<file path="src/design/mea_pkg.sv">
package mea_pkg;

	localparam int BASE_W   = 62;
	localparam int EXP_W    = 63;
	localparam int RES_W    = 62;
	localparam int MODREG_W = 63;
	localparam int CNT_W    = $clog2(BASE_W);

	localparam logic [MODREG_W-1:0] MODULUS_RESET = 63'd1000000007;

	typedef struct packed {
		logic start;
		logic res_ready;
	} mea_cmd_t;

	typedef struct packed {
		logic idle;
		logic res_valid;
	} mea_stat_t;

endpackage

</file>
<file path="src/design/mea_if.sv">
interface mea_in_if;
	import mea_pkg::*;
	logic                valid;
	logic                ready;
	logic [BASE_W-1:0]   base;
	logic [EXP_W-1:0]    exponent;
	modport source (output valid, base, exponent, input ready);
	modport sink   (input valid, base, exponent, output ready);
endinterface

interface mea_out_if;
	import mea_pkg::*;
	logic                valid;
	logic                ready;
	logic [RES_W-1:0]    power_result;
	modport source (output valid, power_result, input ready);
	modport sink   (input valid, power_result, output ready);
endinterface

</file>
<file path="src/design/mea_modadd.sv">
// y = (a + b + cin) mod m, for a, b < m and m <= 2^WIDTH
module mea_modadd #(
	parameter int WIDTH = 62
) (
	input  logic [WIDTH-1:0] a,
	input  logic [WIDTH-1:0] b,
	input  logic             cin,
	input  logic [WIDTH:0]   m,
	output logic [WIDTH-1:0] y
);
	logic [WIDTH:0] sum;
	logic [WIDTH:0] diff;

	assign sum  = {1'b0, a} + {1'b0, b} + (WIDTH+1)'(cin);
	assign diff = sum - m;
	assign y    = (sum >= m) ? diff[WIDTH-1:0] : sum[WIDTH-1:0];
endmodule

</file>
<file path="src/design/mea_core.sv">
module mea_core #(
	parameter int MOD_WIDTH = 62,
	parameter int EXP_WIDTH = 63
) (
	input  logic                        clk,
	input  logic                        arst_n,
	input  mea_pkg::mea_cmd_t           cmd,
	output mea_pkg::mea_stat_t          stat,
	input  logic [mea_pkg::BASE_W-1:0]  base,
	input  logic [EXP_WIDTH-1:0]        exponent,
	input  logic [MOD_WIDTH:0]          modulus,
	output logic [MOD_WIDTH-1:0]        power
);
	import mea_pkg::*;

	typedef enum logic [5:0] {
		S_IDLE   = 6'b000001,
		S_REDUCE = 6'b000010,
		S_EXP    = 6'b000100,
		S_MADD   = 6'b001000,
		S_MDBL   = 6'b010000,
		S_DONE   = 6'b100000
	} state_t;

	state_t                 state_q;
	logic [MOD_WIDTH:0]     m_q;
	logic [BASE_W-1:0]      base_q;
	logic [CNT_W-1:0]       cnt_q;
	logic [EXP_WIDTH-1:0]   e_q;
	logic [MOD_WIDTH-1:0]   r_q;
	logic [MOD_WIDTH-1:0]   pw_q;
	logic [MOD_WIDTH-1:0]   acc_q;
	logic [MOD_WIDTH-1:0]   dbl_q;
	logic [MOD_WIDTH-1:0]   mb_q;
	logic                   sq_q;
	logic                   mul_done_q;

	logic [MOD_WIDTH-1:0]   ua;
	logic [MOD_WIDTH-1:0]   ub;
	logic                   ucin;
	logic [MOD_WIDTH-1:0]   uy;
	logic [EXP_WIDTH-1:0]   e_rest;
	logic [MOD_WIDTH-1:0]   mb_rest;

	assign e_rest  = e_q >> 1;
	assign mb_rest = mb_q >> 1;

	// operand select for the shared modular adder
	always_comb begin
		ua   = dbl_q;
		ub   = dbl_q;
		ucin = 1'b0;
		unique case (state_q)
			S_REDUCE: begin
				ua   = pw_q;
				ub   = pw_q;
				ucin = base_q[BASE_W-1];
			end
			S_MADD: begin
				if (mb_q[0]) begin
					ua = acc_q;
					ub = dbl_q;
				end
			end
			default: begin
			end
		endcase
	end

	mea_modadd #(.WIDTH(MOD_WIDTH)) u_add (
		.a   (ua),
		.b   (ub),
		.cin (ucin),
		.m   (m_q),
		.y   (uy)
	);

	always_ff @(posedge clk or negedge arst_n) begin
		if (!arst_n) begin
			state_q <= S_IDLE;
		end else begin
			unique case (state_q)
				S_IDLE: begin
					if (cmd.start) begin
						base_q     <= base;
						e_q        <= exponent;
						m_q        <= modulus;
						r_q        <= MOD_WIDTH'(1);
						pw_q       <= '0;
						cnt_q      <= CNT_W'(BASE_W - 1);
						mul_done_q <= 1'b0;
						state_q    <= S_REDUCE;
					end
				end
				// base mod m, one base bit per cycle, msb first
				S_REDUCE: begin
					pw_q   <= uy;
					base_q <= base_q << 1;
					cnt_q  <= cnt_q - CNT_W'(1);
					if (cnt_q == '0) begin
						state_q <= S_EXP;
					end
				end
				S_EXP: begin
					acc_q <= '0;
					mb_q  <= pw_q;
					// stop once no set exponent bit is left to fold in
					if (e_rest == '0 && (!e_q[0] || mul_done_q)) begin
						state_q <= S_DONE;
					end else if (e_q[0] && !mul_done_q) begin
						dbl_q   <= r_q;
						sq_q    <= 1'b0;
						state_q <= S_MADD;
					end else begin
						dbl_q   <= pw_q;
						sq_q    <= 1'b1;
						state_q <= S_MADD;
					end
				end
				S_MADD: begin
					if (mb_q == '0) begin
						if (sq_q) begin
							pw_q       <= acc_q;
							e_q        <= e_rest;
							mul_done_q <= 1'b0;
						end else begin
							r_q        <= acc_q;
							mul_done_q <= 1'b1;
						end
						state_q <= S_EXP;
					end else if (mb_q[0]) begin
						acc_q <= uy;
						if (mb_rest == '0) begin
							mb_q <= '0;
						end else begin
							state_q <= S_MDBL;
						end
					end else begin
						dbl_q <= uy;
						mb_q  <= mb_rest;
					end
				end
				S_MDBL: begin
					dbl_q   <= uy;
					mb_q    <= mb_rest;
					state_q <= S_MADD;
				end
				S_DONE: begin
					if (cmd.res_ready) begin
						state_q <= S_IDLE;
					end
				end
				default: begin
					state_q <= S_IDLE;
				end
			endcase
		end
	end

	assign stat.idle      = (state_q == S_IDLE);
	assign stat.res_valid = (state_q == S_DONE);
	assign power          = r_q;

	a_pw_reduced: assert property (@(posedge clk) disable iff (!arst_n)
		(state_q == S_EXP) |-> ({1'b0, pw_q} < m_q))
		else $error("power register not reduced");

	a_res_reduced: assert property (@(posedge clk) disable iff (!arst_n)
		(state_q == S_EXP) |-> ({1'b0, r_q} < m_q || r_q == MOD_WIDTH'(1)))
		else $error("running result not reduced");

	a_mul_operands: assert property (@(posedge clk) disable iff (!arst_n)
		(state_q == S_MADD && mb_q != '0) |->
		({1'b0, dbl_q} < m_q && {1'b0, acc_q} < m_q))
		else $error("product operand out of range");

	a_reduce_len: assert property (@(posedge clk) disable iff (!arst_n)
		(state_q == S_IDLE && cmd.start) |-> ##(BASE_W + 1) (state_q == S_EXP))
		else $error("base reduction length wrong");
endmodule

</file>
<file path="src/design/modular_exponentiation_top.sv">
// Modular exponentiation: each operand beat (base, exponent) yields one result beat
// power_result = base^exponent mod modulus, right-to-left square and multiply, where
// every modular product is built by shift and add on one shared modular adder (one
// add-and-reduce per cycle). Exponent zero gives 1, even when the modulus is 1. The
// modulus register resets to 1000000007; a write of 0 acts as 1 and a value above
// 2^MOD_WIDTH saturates to 2^MOD_WIDTH. Only the low EXP_WIDTH exponent bits count.
// One item at a time: operand.ready is low while an item is in work. The base is
// first reduced mod m, one base bit at a time, msb first; then, per exponent bit up
// to the highest set one, a square (skipped after the highest set bit) and, for a
// set bit, a multiply; each product adds the doubled multiplicand for each set bit
// of the reduced power, up to its top set bit. A finished result sits in an output
// register so the next item can start while it waits.
module modular_exponentiation_top #(
	parameter int MOD_WIDTH = 62,
	parameter int EXP_WIDTH = 63
) (
	input  logic                          clk,
	input  logic                          arst_n,
	input  logic                          cfg_we,
	input  logic [mea_pkg::MODREG_W-1:0]  cfg_wdata,
	mea_in_if.sink                        operand,
	mea_out_if.source                     result
);
	import mea_pkg::*;

	localparam logic [MODREG_W-1:0] LIMIT = MODREG_W'(1) << MOD_WIDTH;
	localparam logic [MOD_WIDTH:0]  EFF_RESET = (MODULUS_RESET > LIMIT) ?
		LIMIT[MOD_WIDTH:0] : MODULUS_RESET[MOD_WIDTH:0];

	logic [MOD_WIDTH:0]   eff_m_q;
	logic [MOD_WIDTH:0]   cfg_eff;
	mea_cmd_t             cmd;
	mea_stat_t            stat;
	logic [MOD_WIDTH-1:0] power;
	logic                 out_valid_q;
	logic [RES_W-1:0]     out_data_q;

	always_comb begin
		priority if (cfg_wdata == '0) begin
			cfg_eff = (MOD_WIDTH+1)'(1);
		end else if (cfg_wdata > LIMIT) begin
			cfg_eff = LIMIT[MOD_WIDTH:0];
		end else begin
			cfg_eff = cfg_wdata[MOD_WIDTH:0];
		end
	end

	always_ff @(posedge clk or negedge arst_n) begin
		if (!arst_n) begin
			eff_m_q <= EFF_RESET;
		end else if (cfg_we) begin
			eff_m_q <= cfg_eff;
		end
	end

	assign cmd.start     = operand.valid & stat.idle;
	assign cmd.res_ready = !out_valid_q | result.ready;
	assign operand.ready = stat.idle;

	mea_core #(
		.MOD_WIDTH (MOD_WIDTH),
		.EXP_WIDTH (EXP_WIDTH)
	) u_core (
		.clk      (clk),
		.arst_n   (arst_n),
		.cmd      (cmd),
		.stat     (stat),
		.base     (operand.base),
		.exponent (operand.exponent[EXP_WIDTH-1:0]),
		.modulus  (eff_m_q),
		.power    (power)
	);

	always_ff @(posedge clk or negedge arst_n) begin
		if (!arst_n) begin
			out_valid_q <= 1'b0;
		end else if (stat.res_valid && cmd.res_ready) begin
			out_valid_q <= 1'b1;
			out_data_q  <= RES_W'(power);
		end else if (result.ready) begin
			out_valid_q <= 1'b0;
		end
	end

	assign result.valid        = out_valid_q;
	assign result.power_result = out_data_q;
endmodule

</file>
<file path="src/flat_wrapper.sv">
// flat-port wrapper written by rule: the top's interface ports become plain ports
module modular_exponentiation_top_flat import mea_pkg::*;
#(
	parameter int MOD_WIDTH = 62,
	parameter int EXP_WIDTH = 63
)
  (clk, arst_n, cfg_we, cfg_wdata, operand_valid, operand_base, operand_exponent, operand_ready, result_valid, result_power_result, result_ready);
  mea_in_if operand_i ();
  mea_out_if result_i ();
  input  logic clk;
  input  logic arst_n;
  input  logic cfg_we;
  input  logic [mea_pkg::MODREG_W-1:0] cfg_wdata;
  input wire logic [$bits(operand_i.valid)-1:0] operand_valid;
  input wire logic [$bits(operand_i.base)-1:0] operand_base;
  input wire logic [$bits(operand_i.exponent)-1:0] operand_exponent;
  output wire logic [$bits(operand_i.ready)-1:0] operand_ready;
  output wire logic [$bits(result_i.valid)-1:0] result_valid;
  output wire logic [$bits(result_i.power_result)-1:0] result_power_result;
  input wire logic [$bits(result_i.ready)-1:0] result_ready;
  assign operand_i.valid = operand_valid;
  assign operand_i.base = operand_base;
  assign operand_i.exponent = operand_exponent;
  assign operand_ready = operand_i.ready;
  assign result_valid = result_i.valid;
  assign result_power_result = result_i.power_result;
  assign result_i.ready = result_ready;
  modular_exponentiation_top #(.MOD_WIDTH(MOD_WIDTH), .EXP_WIDTH(EXP_WIDTH)) u_core (.clk(clk), .arst_n(arst_n), .cfg_we(cfg_we), .cfg_wdata(cfg_wdata), .operand(operand_i), .result(result_i));
endmodule
</file>
<file path="config.mk">
export PLATFORM = sky130hd
export DESIGN_NAME = modular_exponentiation_top_flat
export DESIGN_NICKNAME = d
export VERILOG_FILES = /design/src/design/mea_pkg.sv /design/src/design/mea_if.sv /design/src/design/mea_modadd.sv /design/src/design/mea_core.sv /design/src/design/modular_exponentiation_top.sv /design/src/flat_wrapper.sv
export SDC_FILE = /design/constraint.sdc
export NUM_CORES = 1
export LEC_CHECK = 0
export ABC_AREA = 1
export BUFFER_PORTS_ARGS = -buffer_cell sky130_fd_sc_hd__buf_4
export CAP_MARGIN = 40
export CORE_MARGIN = 2
export CORE_UTILIZATION = 50
export CTS_CLUSTER_DIAMETER = 30
export DETAILED_ROUTE_END_ITERATION = 8
export PLACE_DENSITY_LB_ADDON = 0.12
export SYNTH_ARGS = -nofsm -noshare
export SYNTH_HDL_FRONTEND = slang
export SYNTH_SLANG_ARGS = --single-unit
</file>
<file path="constraint.sdc">
create_clock -name clk -period 12.55 [get_ports clk]
set_input_delay 2.51 -clock clk [delete_from_list [all_inputs] [get_ports clk]]
set_output_delay 2.51 -clock clk [all_outputs]
set_load 0.02 [all_outputs]
</file>
==> flow_summary.toml, run 1 <==
[finish]
final_area_um2 = 47600
final_cell_mix = "nand2_1 (2261), inv_1 (913), edfxtp_1 (568)"
fillers = 7363
area_delta_synth_final_pct = 19.4
fin_util_pct = 60.3
multi_input_area_um2 = 17000
final_common_cell = "nand2_1"
reg_top3 = "u_core.eff_m_q x63, u_core.u_core.e_q x63, u_core.u_core.m_q x63"
seqCellArea_um2 = 18800
nets = 5964
drive_gt1_share_pct = 10.3

[drt]
dr.pass1.iters = 6
drt_wl_total_um = 132000
drtIter0Drc = 3843
viasPerCell = 5.30
vias = 36000
drc = 0
wl_per_cell_um = 19.5
ant_nets = 0

[yosys]
synth_top_area_cell = "edfxtp_1"
netlist_area_um2 = 39800
synth_cells = 5360
synth_ff_type = "edfxtp_1"
yosys_register_bits = 638
async_flop_share_pct = 11.0
yosys_warnings = 0
synth.distinct_cells = 44
synth.area.top_cells = "edfxtp_1 (43%), nand2_1 (21%), inv_1 (8.6%), ha_1 (4.0%), nor2_1 (3.3%)"
yosys.area.top_type_share_pct = 42.8
syn_avg_cell_area_um2 = 7.43
yosysSeqAreaShare_pct = 47.3
syn-num-nets = 5682
synth_edf_count = 568

[timing]
skew_ns = 0.0519
timing.final.crit_share_pct = 67.0
setup_tns_ns = 0
hold_viol_final = 0
final-max-slew-violation-count = 0
fin_crit_ns = 8.41
rsz0062_at_grt = "no"
worstMarginPinSlew_ns = 0.899
slew_headroom_pct = 39.7
fmax_mhz = 119
setup_viol = 0

[floorplanning]
rows = 103
die_h_um = 286
die_x_um = 286
core_um2 = 78900
io_pins = 257
die_area_um2 = 81900
start_util_pct = 50.5

[worst_setup_path]
end_kind = "register"
cp_max_fo = 93
crit_required_ns = 13.12
cp-start-kind = "register"
cp.arrival_ns = 8.98
cpPeakStageDelay_ns = 0.66
crit_type = "reg2reg"
critPathMostFrequentCell = "nand2_1"
crit_slowest_cell = "buf_4"

[global_route]
grt-ovfl-total = 0
grt_pass1_vias = 34200
grt_max_degree = 94
antenna_found_initial = 0
grt_first_pass_wirelength_um = 199000
grt_use_total_pct = 32.1

[placement]
place_hpwl_um = 100000
io_buffers = 256
place_congestion = 1.03
post_dp_cell_area_um2 = 43000

[clock_tree]
numClockSinks = 638
path_clk_slew_ns = 0.05
clock_path_buffers = 3
cts_tree = "built"
hold_buffers = 0
clock_latency_ns = 0.73
cts_root_buffer = "clkbuf_16"
cts-buffers-inserted = 132
htreeDepth = 4
cts_resized = 0
cts_setup_buffers = 0

[run_status]
status = "finished clean"

[worst_hold_path]
holdCritPathClass = "reg2reg"

[job]
max_cap_violations = 0
## per-stage QoR
stage / hold WS (ns) / instances / setup WS, ns
2_1_floorplan: 0.425 / 5360 / 5.05
3_3_place_gp: 0.429 / 6547 / 4.48
3_5_place_dp: 0.432 / 6557 / 4.55
4_1_cts: 0.440 / 6798 / 4.50
5_1_grt: 0.454 / 6799 / 3.83
6_report: 0.444 / 6800 / 4.14
## routing by layer
| layer | wire, µm | track usage [%] | vias up |
|---|---|---|---|
| li1 | - | - | 17500 |
| met4 | 4290 | 11.3 | 0 |
| met3 | 12200 | 5.90 | 239 |
| met2 | 58700 | 49.9 | 1522 |
| met1 | 57100 | 45.1 | 16700 |
| met5 | 0 | 0 | - |
## worst paths after layout
path                                                 startpoint                                end  slack [ns]  depth (start not counted)
min in group asynchronous                                arst_n    u_core.result.valid$_DFFE_PN0P_        1.67                          1
hold reg to reg                  u_core.eff_m_q[60]$_DFFE_PN0P_    u_core.u_core.m_q[60]$_DFFE_PP_        0.44                          0
setup reg to reg           u_core.u_core.state_q[5]$_DFFE_PN0P_  u_core.u_core.dbl_q[41]$_DFFE_PP_        4.14                         29
max in group asynchronous                                arst_n     u_core.eff_m_q[31]$_DFFE_PN0P_        9.81                          2
setup / recovery           u_core.u_core.state_q[5]$_DFFE_PN0P_  u_core.u_core.dbl_q[41]$_DFFE_PP_        4.14                         29
hold / removal                   u_core.eff_m_q[60]$_DFFE_PN0P_    u_core.u_core.m_q[60]$_DFFE_PP_        0.44                          0
## worst max-delay path: cells and delay by family, from the launching register on
family          cells  cell delay (ns)
fa+ha+maj           2             0.86
flops               1             0.39
xor+xnor            1             0.29
buf+inv             8             2.57
compound gates      1             0.16
simple gates       17             3.69
## synthesized netlist by cell type, types with 16 or more instances
master / instances
dfrtp_1: 53
edfxtp_1: 568
nor3_1: 40
nor4_1: 44
xnor2_1: 49
o21bai_1: 39
nor2_1: 354
nand3_1: 202
inv_1: 913
o21ai_0: 157
clkbuf_1: 110
a21oi_1: 115
inv_2: 17
ha_1: 126
nand2_1: 2263
buf_1: 16
dfstp_2: 17
o221ai_1: 61
o21ai_1: 46
nand4_1: 56
## cells by family (layout without fill, tap and decap cells)
| kind of cell | count (synthesis) | in the layout | share of synthesized area, % |
|---|---|---|---|
| buffers and inverters | 1077 | 1466 | 10.4 |
| flip-flops | 638 | 638 | 47.3 |
| AND/OR/NAND/NOR | 3031 | 3031 | 30.7 |
| adder cells (fa/ha/maj) | 129 | 129 | 4.11 |
| XOR/XNOR | 63 | 63 | 1.39 |
| other | 0 | 1 | 0 |
| AO/OA/AOI/OAI | 422 | 422 | 6.15 |
## final cells by class
type / instances / area share (%)
Timing Repair Buffer: 294 / 5.04
Clock buffer: 165 / 7.44
Sequential cell: 638 / 39.6
Multi-Input combinational cell: 3645 / 35.7
Clock inverter: 76 / 2.16
Tap cell: 1050 / 2.76
Antenna cell: 1 / 0.00526
Inverter: 931 / 7.36
Power of run 1 is not shown: default switching activity piles up to over one toggle a cycle in this logic, so the estimate is an artifact.
==> inputs of run 2 (changes only) <==
- clock period: 12.55 -> 8.28 ns (I/O delays scaled with it)
==> run 2 against run 1 <==
Global-route usage is 0.56 points higher; worst hold slack worse by 0.0056 ns; sequential cell count stayed put; sequential share of layout area is 0.16 points lower; non-clock buffer count is 9 higher; first-iteration DRC count is 3.0% higher; cell area is 0.40% higher; clock skew is 0.0060 ns higher; die area stayed put.
==> flow_summary.toml, run 2 (same netlist as run 1, synthesis figures left out) <==
[run_status]
status = "finished clean"

[timing]
fmax_mhz = 136
worstMarginPinSlew_ns = 0.944
setup_tns_ns = 0
fin_crit_ns = 7.36
setup_viol = 0
hold_viol_final = 0
timing.final.crit_share_pct = 88.9
rsz0062_at_grt = "no"
final-max-slew-violation-count = 0
skew_ns = 0.0579
slew_headroom_pct = 37.1
fin_worst_hold_slack_ns = 0.438

[worst_setup_path]
cp-start-kind = "register"
rr_worst_depth = 28
cpPeakStageDelay_ns = 0.68
cp_max_fo = 66
crit_required_ns = 8.73
crit_type = "reg2reg"
end_kind = "register"
crit_slowest_cell = "a21oi_1"
cp.arrival_ns = 7.81
critPathMostFrequentCell = "nand2_1"

[clock_tree]
hold_buffers = 0
htreeDepth = 4
numClockSinks = 638
cts_resized = 0
cts-buffers-inserted = 135
clock_latency_ns = 0.74
cts_tree = "built"
clock_path_buffers = 3
cts_root_buffer = "clkbuf_16"
cts_setup_buffers = 0
path_clk_slew_ns = 0.05

[floorplanning]
rows = 103
core_um2 = 78900
io_pins = 257
die_h_um = 286
start_util_pct = 50.5
die_area_um2 = 81900
die_x_um = 286

[drt]
drtIter0Drc = 3960
ant_nets = 0
dr.pass1.iters = 6
drc = 0
viasPerCell = 5.34
drt_wl_total_um = 134000
wl_per_cell_um = 19.7
vias = 36400

[global_route]
grt_pass1_vias = 34500
grt_use_total_pct = 32.7
grt_first_pass_wirelength_um = 203000
antenna_found_initial = 1
grt-ovfl-total = 0
grt_max_degree = 111

[finish]
reg_top3 = "u_core.eff_m_q x63, u_core.u_core.e_q x63, u_core.u_core.m_q x63"
final_common_cell = "nand2_1"
n_antenna_cell = 0
drive_gt1_share_pct = 10.6
area_delta_synth_final_pct = 19.9
final_cell_mix = "nand2_1 (2261), inv_1 (913), edfxtp_1 (568)"
nets = 5976

[placement]
place_congestion = 1.00
place_hpwl_um = 103000
io_buffers = 256

[worst_hold_path]
min_path_cells = 0
holdCritPathClass = "reg2reg"

[job]
max_cap_violations = 0
-- run 2: cell types whose count changed in the layout (fill, tap and decap cells not counted), moves of 2 or more --
| cell | delta |
|---|---|
| clkinv_4 | +3 |
| clkinv_2 | -7 |
| inv_16 | -3 |
| buf_16 | -2 |
| clkinv_16 | +2 |
| clkbuf_8 | -3 |
| clkbuf_16 | +3 |
| buf_4 | +10 |
| clkinvlp_4 | +10 |
| clkbuf_1 | -7 |
| bufinv_16 | +3 |
| clkinv_1 | +7 |
-- run 2: worst max-delay path: cells and delay by family (launching register included) --
kind | cells | cell delay [ns]
AOI/OAI and AO/OA | 3 | 1.26
adders and majority gates | 3 | 1.22
and+or+nand+nor | 19 | 3.36
DFF | 1 | 0.40
buffers and inverters | 3 | 0.77
-- run 2: metal layers --
layer  up-vias  share of wire, %  global-route usage [%]  routed length, µm
met1     17100                44                    47.0              59300
met3       224               8.7                    5.74              11700
met2      1535                44                    50.1              59200
met4         0               3.1                    10.9               4220
met5         -                 0                       0                  0
li1      17600                 -                       -                  -
-- run 2: through the flow --
stage | setup WS, ns | util (%) | cells | cell area, µm²
finish | 0.919 | 60.6 | 6815 | 47800
global route | 0.529 | 60.6 | 6815 | 47800
CTS | 1.04 | 60.6 | 6815 | 47800
detailed placement | 1.08 | 54.6 | 6567 | 43000
global placement | 0.785 | 54.4 | 6560 | 42900
floorplan | 1.63 | - | 5360 | 39800
-- run 2: cell type report --
type,count,area (µm²)
sequential,638,18800
inverter,931,3500
timing repair buffer,303,2420
clock inverter,90,1190
tap,1050,1310
multi-input combinational,3645,17000
fill,7285,31100
clock buffer,158,3550
-- run 2: final timing paths --
check,startpoint,to,slack (ns)
worst max-delay path,u_core.u_core.state_q[5]$_DFFE_PN0P_,u_core.u_core.pw_q[15]$_DFFE_PP_,0.92
worst min-delay path,u_core.eff_m_q[30]$_DFFE_PN0P_,u_core.u_core.m_q[30]$_DFFE_PP_,0.44
worst max register to register,u_core.u_core.state_q[5]$_DFFE_PN0P_,u_core.u_core.pw_q[15]$_DFFE_PP_,0.92
worst min register to register,u_core.eff_m_q[30]$_DFFE_PN0P_,u_core.u_core.m_q[30]$_DFFE_PP_,0.44
max in group asynchronous,arst_n,u_core.eff_m_q[30]$_DFFE_PN0P_,6.37
min in group asynchronous,arst_n,u_core.u_core.state_q[1]$_DFFE_PN0P_,0.82
Power of run 2 is left out for the same reason.
